==> config.mk <==
export PLATFORM = sky130hd
export DESIGN_NAME = char_stream_calculator_fsm_core
export DESIGN_NICKNAME = d
export VERILOG_FILES = /design/src/rtl/cscalc_pkg.sv /design/src/rtl/cscalc_div.sv /design/src/rtl/cscalc_dp.sv /design/src/rtl/cscalc_ctrl.sv /design/src/rtl/char_stream_calculator_fsm_core.sv
export SDC_FILE = /design/constraint.sdc
export NUM_CORES = 2
export LEC_CHECK = 0
export BUFFER_PORTS_ARGS = -buffer_cell sky130_fd_sc_hd__buf_2
export CELL_PAD_IN_SITES_DETAIL_PLACEMENT = 1
export CELL_PAD_IN_SITES_GLOBAL_PLACEMENT = 1
export CORE_MARGIN = 4
export CORE_UTILIZATION = 30
export DETAILED_ROUTE_END_ITERATION = 7
export GPL_TIMING_DRIVEN = 0
export PLACE_DENSITY = 0.65
export SETUP_SLACK_MARGIN = 0.05
export SLEW_MARGIN = 40
export SYNTH_ARGS = -nofsm -noshare
export SYNTH_HDL_FRONTEND = slang
export SYNTH_SLANG_ARGS = --single-unit
==> constraint.sdc <==
create_clock -name clk -period 11 [get_ports clk]
set_input_delay 1.65 -clock clk [delete_from_list [all_inputs] [get_ports clk]]
set_output_delay 1.65 -clock clk [all_outputs]
set_load 0.02 [all_outputs]
==> src/rtl/cscalc_pkg.sv <==
// ----------------------------------------------------------------------------
// cscalc_pkg
// Shared widths, character codes, operator codes and the command and status
// structs between the calculator controller and its datapath.
// ----------------------------------------------------------------------------
package cscalc_pkg;

	// arithmetic width of operands and results
	localparam int DATA_WIDTH  = 32;
	localparam int VALUE_WIDTH = 32;
	localparam int CHAR_WIDTH  = 8;
	localparam int CNT_WIDTH   = $clog2(DATA_WIDTH + 1);

	// ascii codes the automaton reacts to
	localparam logic [CHAR_WIDTH-1:0] CHAR_PLUS  = 8'h2B;
	localparam logic [CHAR_WIDTH-1:0] CHAR_MINUS = 8'h2D;
	localparam logic [CHAR_WIDTH-1:0] CHAR_STAR  = 8'h2A;
	localparam logic [CHAR_WIDTH-1:0] CHAR_SLASH = 8'h2F;
	localparam logic [CHAR_WIDTH-1:0] CHAR_EQUAL = 8'h3D;
	localparam logic [CHAR_WIDTH-1:0] CHAR_ZERO  = 8'h30;
	localparam logic [CHAR_WIDTH-1:0] CHAR_NINE  = 8'h39;

	typedef enum logic [1:0] {
		OP_ADD = 2'd0,
		OP_SUB = 2'd1,
		OP_MUL = 2'd2,
		OP_DIV = 2'd3
	} op_t;

	typedef enum logic [2:0] {
		CC_DIGIT,
		CC_PLUS,
		CC_MINUS,
		CC_STAR,
		CC_SLASH,
		CC_EQUAL,
		CC_OTHER
	} char_class_t;

	// controller to datapath
	typedef struct packed {
		logic acc_left;     // left = left * 10 + digit
		logic acc_right;    // right = right * 10 + digit
		logic flip_left;    // toggle left sign
		logic flip_right;   // toggle right sign
		logic fix_left;     // apply left sign, store operator from word
		logic prep_right;   // apply right sign, latch next operator from word
		logic div_start;    // launch the divider on left / right
		logic sel_div;      // commit takes the divider result
		logic commit_op;    // left = result, clear right
		logic commit_eq;    // load output register, clear operands
	} dp_cmd_t;

	// datapath to controller
	typedef struct packed {
		logic pend_div;     // pending operator is divide
		logic div_done;     // divider result ready
		logic out_busy;     // output register holds an untaken word
	} dp_stat_t;

	function automatic char_class_t char_class(input logic [CHAR_WIDTH-1:0] c);
		char_class_t cls;
		if (c >= CHAR_ZERO && c <= CHAR_NINE) begin
			cls = CC_DIGIT;
		end else if (c == CHAR_PLUS) begin
			cls = CC_PLUS;
		end else if (c == CHAR_MINUS) begin
			cls = CC_MINUS;
		end else if (c == CHAR_STAR) begin
			cls = CC_STAR;
		end else if (c == CHAR_SLASH) begin
			cls = CC_SLASH;
		end else if (c == CHAR_EQUAL) begin
			cls = CC_EQUAL;
		end else begin
			cls = CC_OTHER;
		end
		return cls;
	endfunction

	function automatic op_t op_of_char(input logic [CHAR_WIDTH-1:0] c);
		op_t op;
		case (c)
			CHAR_PLUS:  op = OP_ADD;
			CHAR_MINUS: op = OP_SUB;
			CHAR_STAR:  op = OP_MUL;
			default:    op = OP_DIV;
		endcase
		return op;
	endfunction

endpackage

==> src/rtl/cscalc_div.sv <==
// ----------------------------------------------------------------------------
// cscalc_div
// Iterative signed divider, one quotient bit per cycle, truncating toward
// zero. A zero divisor gives a zero quotient and raises the zero flag.
// ----------------------------------------------------------------------------
module cscalc_div (
	input  logic                               clk,
	input  logic                               arst_n,
	input  logic                               start,
	input  logic [cscalc_pkg::DATA_WIDTH-1:0]  dividend,
	input  logic [cscalc_pkg::DATA_WIDTH-1:0]  divisor,
	output logic                               done,
	output logic [cscalc_pkg::DATA_WIDTH-1:0]  quotient,
	output logic                               div_zero
);
	import cscalc_pkg::*;

	typedef enum logic [1:0] {
		D_IDLE,
		D_RUN,
		D_FIX
	} div_state_t;

	div_state_t             state_q;
	logic [CNT_WIDTH-1:0]   cnt_q;
	logic [DATA_WIDTH-1:0]  rem_q;
	logic [DATA_WIDTH-1:0]  dq_q;      // dividend shifting out, quotient in
	logic [DATA_WIDTH-1:0]  dsr_q;
	logic                   neg_q;
	logic                   zero_q;
	logic                   done_q;
	logic [DATA_WIDTH-1:0]  quot_q;

	logic [DATA_WIDTH:0]    rem_sh;
	logic [DATA_WIDTH:0]    rem_sub;
	logic                   q_bit;
	logic [DATA_WIDTH-1:0]  mag_a;
	logic [DATA_WIDTH-1:0]  mag_b;

	// operand magnitudes
	assign mag_a = dividend[DATA_WIDTH-1] ? (~dividend + 1'b1) : dividend;
	assign mag_b = divisor[DATA_WIDTH-1]  ? (~divisor + 1'b1)  : divisor;

	// one restoring step
	assign rem_sh  = {rem_q, dq_q[DATA_WIDTH-1]};
	assign rem_sub = rem_sh - {1'b0, dsr_q};
	assign q_bit   = ~rem_sub[DATA_WIDTH];

	always_ff @(posedge clk or negedge arst_n) begin
		if (!arst_n) begin
			state_q <= D_IDLE;
			cnt_q   <= '0;
			done_q  <= 1'b0;
		end else begin
			done_q <= 1'b0;
			case (state_q)
				D_IDLE: begin
					if (start) begin
						state_q <= D_RUN;
						cnt_q   <= '0;
					end
				end
				D_RUN: begin
					cnt_q <= cnt_q + 1'b1;
					if (cnt_q == CNT_WIDTH'(DATA_WIDTH - 1)) begin
						state_q <= D_FIX;
					end
				end
				D_FIX: begin
					state_q <= D_IDLE;
					done_q  <= 1'b1;
				end
				default: begin
					state_q <= D_IDLE;
				end
			endcase
		end
	end

	// datapath registers of the divider
	always_ff @(posedge clk) begin
		if (state_q == D_IDLE && start) begin
			rem_q  <= '0;
			dq_q   <= mag_a;
			dsr_q  <= mag_b;
			neg_q  <= dividend[DATA_WIDTH-1] ^ divisor[DATA_WIDTH-1];
			zero_q <= (divisor == '0);
		end else if (state_q == D_RUN) begin
			rem_q <= q_bit ? rem_sub[DATA_WIDTH-1:0] : rem_sh[DATA_WIDTH-1:0];
			dq_q  <= {dq_q[DATA_WIDTH-2:0], q_bit};
		end
		if (state_q == D_FIX) begin
			if (zero_q) begin
				quot_q <= '0;
			end else if (neg_q) begin
				quot_q <= ~dq_q + 1'b1;
			end else begin
				quot_q <= dq_q;
			end
		end
	end

	assign done     = done_q;
	assign quotient = quot_q;
	assign div_zero = zero_q;

endmodule

==> src/rtl/cscalc_dp.sv <==
// ----------------------------------------------------------------------------
// cscalc_dp
// Calculator datapath: operand and sign registers, operand accumulation,
// add/subtract/multiply unit, the divider and the output register.
// ----------------------------------------------------------------------------
module cscalc_dp (
	input  logic                                clk,
	input  logic                                arst_n,
	input  logic [cscalc_pkg::CHAR_WIDTH-1:0]   char_code,
	input  cscalc_pkg::dp_cmd_t                 cmd,
	output cscalc_pkg::dp_stat_t                stat,
	output logic                                out_valid,
	input  logic                                out_ready,
	output logic signed [cscalc_pkg::VALUE_WIDTH-1:0] value,
	output logic                                div_error
);
	import cscalc_pkg::*;

	logic [DATA_WIDTH-1:0]         left_q;
	logic [DATA_WIDTH-1:0]         right_q;
	logic                          left_neg_q;
	logic                          right_neg_q;
	op_t                           op_q;
	op_t                           next_op_q;
	logic                          err_q;
	logic                          out_valid_q;
	logic signed [VALUE_WIDTH-1:0] value_q;
	logic                          div_error_q;

	logic [DATA_WIDTH-1:0]         digit;
	logic [DATA_WIDTH-1:0]         left_acc;
	logic [DATA_WIDTH-1:0]         right_acc;
	logic [DATA_WIDTH-1:0]         alu_res;
	logic [DATA_WIDTH-1:0]         res;
	logic                          zero_now;
	logic                          div_done;
	logic [DATA_WIDTH-1:0]         div_quot;
	logic                          div_zero;

	// decimal accumulation: v * 10 + digit as two shifts and adds
	assign digit     = DATA_WIDTH'(char_code[3:0]);
	assign left_acc  = (left_q << 3) + (left_q << 1) + digit;
	assign right_acc = (right_q << 3) + (right_q << 1) + digit;

	// add, subtract, multiply on registered operands
	always_comb begin
		case (op_q)
			OP_ADD:  alu_res = left_q + right_q;
			OP_SUB:  alu_res = left_q - right_q;
			OP_MUL:  alu_res = left_q * right_q;
			default: alu_res = '0;
		endcase
	end

	assign res      = cmd.sel_div ? div_quot : alu_res;
	assign zero_now = cmd.sel_div & div_zero;

	cscalc_div u_div (
		.clk      (clk),
		.arst_n   (arst_n),
		.start    (cmd.div_start),
		.dividend (left_q),
		.divisor  (right_q),
		.done     (div_done),
		.quotient (div_quot),
		.div_zero (div_zero)
	);

	// operand state
	always_ff @(posedge clk or negedge arst_n) begin
		if (!arst_n) begin
			left_q      <= '0;
			right_q     <= '0;
			left_neg_q  <= 1'b0;
			right_neg_q <= 1'b0;
			op_q        <= OP_ADD;
			next_op_q   <= OP_ADD;
			err_q       <= 1'b0;
		end else begin
			if (cmd.acc_left) begin
				left_q <= left_acc;
			end
			if (cmd.acc_right) begin
				right_q <= right_acc;
			end
			if (cmd.flip_left) begin
				left_neg_q <= ~left_neg_q;
			end
			if (cmd.flip_right) begin
				right_neg_q <= ~right_neg_q;
			end
			if (cmd.fix_left) begin
				if (left_neg_q) begin
					left_q <= ~left_q + 1'b1;
				end
				op_q <= op_of_char(char_code);
			end
			if (cmd.prep_right) begin
				if (right_neg_q) begin
					right_q <= ~right_q + 1'b1;
				end
				next_op_q <= op_of_char(char_code);
			end
			if (cmd.commit_op) begin
				left_q      <= res;
				right_q     <= '0;
				right_neg_q <= 1'b0;
				op_q        <= next_op_q;
				err_q       <= err_q | zero_now;
			end
			if (cmd.commit_eq) begin
				left_q      <= '0;
				right_q     <= '0;
				left_neg_q  <= 1'b0;
				right_neg_q <= 1'b0;
				err_q       <= 1'b0;
			end
		end
	end

	// output register
	always_ff @(posedge clk or negedge arst_n) begin
		if (!arst_n) begin
			out_valid_q <= 1'b0;
		end else begin
			if (cmd.commit_eq) begin
				out_valid_q <= 1'b1;
			end else if (out_valid_q && out_ready) begin
				out_valid_q <= 1'b0;
			end
		end
	end

	always_ff @(posedge clk) begin
		if (cmd.commit_eq) begin
			value_q     <= VALUE_WIDTH'(signed'(res));
			div_error_q <= err_q | zero_now;
		end
	end

	assign stat.pend_div = (op_q == OP_DIV);
	assign stat.div_done = div_done;
	assign stat.out_busy = out_valid_q & ~out_ready;

	assign out_valid = out_valid_q;
	assign value     = value_q;
	assign div_error = div_error_q;

endmodule

==> src/rtl/cscalc_ctrl.sv <==
// ----------------------------------------------------------------------------
// cscalc_ctrl
// Calculator controller: the six-state character automaton and the phase
// sequencer that runs operator evaluation and result delivery.
// ----------------------------------------------------------------------------
module cscalc_ctrl (
	input  logic                               clk,
	input  logic                               arst_n,
	input  logic                               in_valid,
	output logic                               in_ready,
	input  logic [cscalc_pkg::CHAR_WIDTH-1:0]  char_code,
	input  cscalc_pkg::dp_stat_t               stat,
	output cscalc_pkg::dp_cmd_t                cmd
);
	import cscalc_pkg::*;

	typedef enum logic [2:0] {
		CS_START,    // expecting left operand
		CS_LSIGN,    // left sign seen
		CS_LDIGIT,   // inside left operand
		CS_RSTART,   // expecting right operand
		CS_RSIGN,    // right sign seen
		CS_RDIGIT    // inside right operand
	} calc_state_t;

	typedef enum logic [1:0] {
		PH_IDLE,
		PH_EXEC,
		PH_DIV,
		PH_COMMIT
	} phase_t;

	calc_state_t calc_q, calc_d;
	phase_t      phase_q, phase_d;
	logic        eq_q, eq_d;
	logic        sel_div_q, sel_div_d;

	char_class_t cls;
	logic        accept;
	logic        is_op;

	assign cls      = char_class(char_code);
	assign is_op    = (cls == CC_PLUS) || (cls == CC_MINUS) ||
	                  (cls == CC_STAR) || (cls == CC_SLASH);
	assign in_ready = (phase_q == PH_IDLE);
	assign accept   = in_valid & in_ready;

	// next state and datapath commands
	always_comb begin
		calc_d    = calc_q;
		phase_d   = phase_q;
		eq_d      = eq_q;
		sel_div_d = sel_div_q;
		cmd       = '0;
		cmd.sel_div = sel_div_q;
		case (phase_q)
			PH_IDLE: begin
				if (accept) begin
					case (calc_q)
						CS_START, CS_LSIGN: begin
							if (cls == CC_MINUS) begin
								cmd.flip_left = 1'b1;
								calc_d = (calc_q == CS_START) ? CS_LSIGN : CS_START;
							end else if (cls == CC_DIGIT) begin
								cmd.acc_left = 1'b1;
								calc_d       = CS_LDIGIT;
							end
						end
						CS_LDIGIT: begin
							if (cls == CC_DIGIT) begin
								cmd.acc_left = 1'b1;
							end else if (is_op) begin
								cmd.fix_left = 1'b1;
								calc_d       = CS_RSTART;
							end
						end
						CS_RSTART, CS_RSIGN: begin
							if (cls == CC_MINUS) begin
								cmd.flip_right = 1'b1;
								calc_d = (calc_q == CS_RSTART) ? CS_RSIGN : CS_RSTART;
							end else if (cls == CC_DIGIT) begin
								cmd.acc_right = 1'b1;
								calc_d        = CS_RDIGIT;
							end
						end
						CS_RDIGIT: begin
							if (cls == CC_DIGIT) begin
								cmd.acc_right = 1'b1;
							end else if (is_op) begin
								cmd.prep_right = 1'b1;
								eq_d           = 1'b0;
								phase_d        = PH_EXEC;
								calc_d         = CS_RSTART;
							end else if (cls == CC_EQUAL) begin
								cmd.prep_right = 1'b1;
								eq_d           = 1'b1;
								phase_d        = PH_EXEC;
								calc_d         = CS_START;
							end
						end
						default: begin
							calc_d = calc_q;
						end
					endcase
				end
			end
			// start the divider or go straight to commit
			PH_EXEC: begin
				if (stat.pend_div) begin
					cmd.div_start = 1'b1;
					phase_d       = PH_DIV;
				end else begin
					sel_div_d = 1'b0;
					phase_d   = PH_COMMIT;
				end
			end
			PH_DIV: begin
				if (stat.div_done) begin
					sel_div_d = 1'b1;
					phase_d   = PH_COMMIT;
				end
			end
			// write back, holding a result word until the output is free
			PH_COMMIT: begin
				if (eq_q) begin
					if (!stat.out_busy) begin
						cmd.commit_eq = 1'b1;
						phase_d       = PH_IDLE;
					end
				end else begin
					cmd.commit_op = 1'b1;
					phase_d       = PH_IDLE;
				end
			end
			default: begin
				phase_d = PH_IDLE;
			end
		endcase
	end

	always_ff @(posedge clk or negedge arst_n) begin
		if (!arst_n) begin
			calc_q    <= CS_START;
			phase_q   <= PH_IDLE;
			eq_q      <= 1'b0;
			sel_div_q <= 1'b0;
		end else begin
			calc_q    <= calc_d;
			phase_q   <= phase_d;
			eq_q      <= eq_d;
			sel_div_q <= sel_div_d;
		end
	end

endmodule

==> src/rtl/char_stream_calculator_fsm_core.sv <==
// ----------------------------------------------------------------------------
// char_stream_calculator_fsm_core
// Digits, signs, operators and '=' in, one result word out per '=' that ends
//   a right operand. A digit, sign or ignored word is taken directly in idle;
//   an operator or '=' ending a right operand runs EXEC then COMMIT for + - *,
//   or EXEC, DIV and COMMIT for divide on the one-bit-per-cycle divider. No
//   word is taken during these phases; the next word is taken while a result
//   waits. Reset clears operands, signs, error flag and output valid.
// ----------------------------------------------------------------------------
module char_stream_calculator_fsm_core (
	input  logic                                      clk,
	input  logic                                      arst_n,
	input  logic                                      in_valid,
	output logic                                      in_ready,
	input  logic [cscalc_pkg::CHAR_WIDTH-1:0]         char_code,
	output logic                                      out_valid,
	input  logic                                      out_ready,
	output logic signed [cscalc_pkg::VALUE_WIDTH-1:0] value,
	output logic                                      div_error
);
	import cscalc_pkg::*;

	dp_cmd_t  cmd;
	dp_stat_t stat;

	// automaton and sequencer
	cscalc_ctrl u_ctrl (
		.clk       (clk),
		.arst_n    (arst_n),
		.in_valid  (in_valid),
		.in_ready  (in_ready),
		.char_code (char_code),
		.stat      (stat),
		.cmd       (cmd)
	);

	// operands, arithmetic and output register
	cscalc_dp u_dp (
		.clk       (clk),
		.arst_n    (arst_n),
		.char_code (char_code),
		.cmd       (cmd),
		.stat      (stat),
		.out_valid (out_valid),
		.out_ready (out_ready),
		.value     (value),
		.div_error (div_error)
	);

endmodule
==> run metrics <==
quantity of hold-fixing buffers added after cts 0; hold path start u_dp.u_div.rem_q[27]; sequential element share of the synthesized area a little under a fifth; XOR/XNOR share of the synthesized area about 7.4%; DRC viols 0; Setup crit start u_dp.right_q[7]; Synth area leader fa_1; largest cells by area after synthesis fa_1 23%, edfxtp_1 11%, ha_1 11%; final hold vios 0; FF-to-FF path depth 25; worst hold path type reg2reg; Multi-input gate area roughly 27000 um^2; Routed WL per cell 26.0 um; full die area between 100000 and 150000 um^2; P&R area growth vs syn 9.48%; GR Overflow Total 0; crit path DAT 10360 ps; worst skew pair latency slightly above 600 ps; final net count 4990; CTS Buf Count 29; CTS tree built; post-synthesis compound-gate area fraction roughly 14%; Die Width 357 um; H-Tree Depth 1; reg-to-reg startpoint u_dp.right_q[7]; Hold EP u_dp.u_div.rem_q[27]; vias in the first global route approximately 33000; share of flip-flops with an asynchronous set or reset 35.1%; clock sinks roughly 250; Die Y approximately 360 um; Setup-failing EPs final 0; Mean Syn Cell Area approximately 8.8 um^2; Startpoint Class flip-flop; FMAX a little over 100 MHz; IO Count between 40 and 50; Tmin final 9850 ps; Data required, critical path ~12000 ps; Syn Nets a little under 5000; yosys warns 0; GP Congestion roughly 0.96; post-route ant nets 0; Iteration-0 DRC Markers between 2000 and 3000; Vias per Instance around 5.4; Mapped Cells 4168; All-Layer GR Usage 23.8%; Hold Path Stages 2; register area between 6000 and 7000 um^2; Root Driver clkbuf_16; Vias 31800; PwrDens around 50 nW/um^2; skew final around 21 ps; hold slack final slightly below 500 ps; final wirelength about 150000 um; maximum VDD drop between 0.0001 and 0.00015 V; ys flop type edfxtp_1; P_leak 18.4 nW; initial antenna violation count 7; clk slew on worst S/H paths about 70 ps; post-synth top area share a little under a quarter; largest net degree at the start of global routing 49; most frequent cells after synthesis 488 x nand2_1, 470 x inv_1, 414 x fa_1; outcome complete, no violations; Syn Std Cell Area about 36000 um^2; crit share post-route 89.6%; area of the core ~120000 um^2; drt first pass iters 6; number of flops mapped to enable cells by yosys about 130; Post-DP HPWL 124000 um; Setup TNS 0 ps; Final Max Slew Viols 0; flop2flop setup slack 1150 ps; Starting Density a little under a third; CP Capture Type flip-flop; simple logic cell fraction of the synthesized area around 18%; post-CTS setup buffer count 0; worst r2r dst u_dp.left_q[31]; crit path max fanout 10; # resized after CTS 0; main combinational cell family by area after synthesis adder cells; FF+latch count, synth around 250; Filler cells between 10000 and 15000; most common cell in the netlist nand2_1; multiplexer share of the synthesized area 1.15%; Yosys cell types just over 90; first-pass GRT wire length 225000 um; Post-Synth Adder-Cell Area 33.4%; Max Cap Viol 0; actual slew at the worst max-slew pin roughly 950 ps; RSZ-0062 raised after global routing false; layout cells sized above 1 under 10%; Port Buf Inserts 46; clk buf depth 3; WS Path Type reg2reg; row count approximately 130; Max transition margin 36.5%
-- state kept, by name, summed over array words and instances, names as in the netlist, 3 cells and up --
name and count:
u_dp.u_div.dq_q 32, u_ctrl.calc_q 3, u_dp.u_div.dsr_q 32, u_dp.left_q 32
u_dp.value 32, u_dp.u_div.rem_q 32, u_dp.right_q 32, u_dp.u_div.cnt_q 6
u_dp.u_div.quotient 32
-- stage by stage --
step	total power [mW]	setup WS [ps]	cells	util [%]	cell area, um^2
2_1_floorplan	1.00	3520	4168	-	36500
3_3_place_gp	1.02	81.3	5826	32.2	38700
3_5_place_dp	1.02	1380	5832	32.4	39000
4_1_cts	2.03	1370	5886	33.2	39900
5_1_grt	2.07	990	5887	33.2	39900
6_report	2.01	1150	5890	33.2	40000
-- layer usage --
metal  vias up  global-route usage, %  routed length (um)
li1      14000                      -                   -
met1     16400                   33.0               66800
met2      1128                   37.8               68500
met3       238                   3.85               11500
met4         6                   8.07                6330
met5         -                      0                  34
-- report_power, final --
| part | leakage, nW | internal, mW | switching, mW | total, mW |
|---|---|---|---|---|
| Combinational | 15.4 | 0.00580 | 0.0153 | 0.0211 |
| Clock | 0.470 | 0.570 | 0.441 | 1.01 |
| Sequential | 2.57 | 0.980 | 0.00000000000000000842 | 0.980 |
| Total | 18.4 | 1.56 | 0.456 | 2.01 |
-- placed cells by master, fill, tap and decap left out, drive strengths merged, types with 14 or more instances in the layout --
master / Yosys / layout
nor2: 198 / 198
buf: 22 / 74
o21ai: 236 / 236
dfrtp: 88 / 88
nand2b: 37 / 37
edfxtp: 131 / 131
clkbuf: 209 / 253
o31ai: 20 / 20
nand2: 489 / 489
or3: 48 / 48
a22oi: 15 / 15
dfxtp: 32 / 32
and2: 312 / 312
a21o: 78 / 78
ha: 312 / 312
or2: 14 / 14
and3: 16 / 16
a211oi: 28 / 28
a31oi: 49 / 49
mux2i: 33 / 33
nand4: 14 / 14
nor4: 19 / 19
a21oi: 200 / 200
nor3: 61 / 61
o21a: 34 / 34
nand3: 39 / 39
nor2b: 31 / 31
fa: 414 / 414
xor2: 137 / 137
inv: 471 / 473
xnor2: 167 / 167
-- area by class of cell --
type / count / area share, %
diodes: 3 / 0.0188
plain buffers: 231 / 2.37
multi-input cells: 3213 / 67.9
clock buffers: 44 / 2.07
flip-flops and latches: 251 / 17.0
repair buffers: 53 / 0.896
inverters: 473 / 4.45
well taps: 1612 / 5.05
clock inverters: 10 / 0.323
-- how the worst max path moves through the flow --
stage,endpoint,cells past startpoint
after CTS,u_dp.value[29],24
after global routing,u_dp.left_q[31],25
after floorplan,u_dp.value[29],23
after detailed placement,u_dp.left_q[31],25
after global placement,u_dp.left_q[31],25
final,u_dp.left_q[31],25
-- cell families (layout without fill, tap and decap cells) --
logic type | Yosys count | in the layout
and+or+nand+nor | 1322 | 1322
xor gates and xnor gates | 305 | 305
muxes | 41 | 41
buffers and inverters | 704 | 811
adders and majority gates | 726 | 726
AOI/OAI and AO/OA | 819 | 819
DFF | 251 | 251
other | 0 | 3
-- worst max-delay path: stages, from the launching register on --
cell,delay [ps]
dfrtp_1,580
clkbuf_1,720
clkbuf_1,640
and2_1,250
fa_1,430
fa_1,500
fa_1,520
inv_1,50
fa_1,470
inv_1,50
fa_1,500
fa_1,510
fa_1,570
fa_1,450
ha_1,390
a21o_1,200
a21o_1,190
a2111oi_0,390
nor2_1,160
a2111oi_2,300
clkdlybuf4s18_2,330
o31ai_1,180
xnor2_1,280
a221oi_1,620
a21oi_1,190
a21o_1,230
Power figures use the tool's default switching activity.
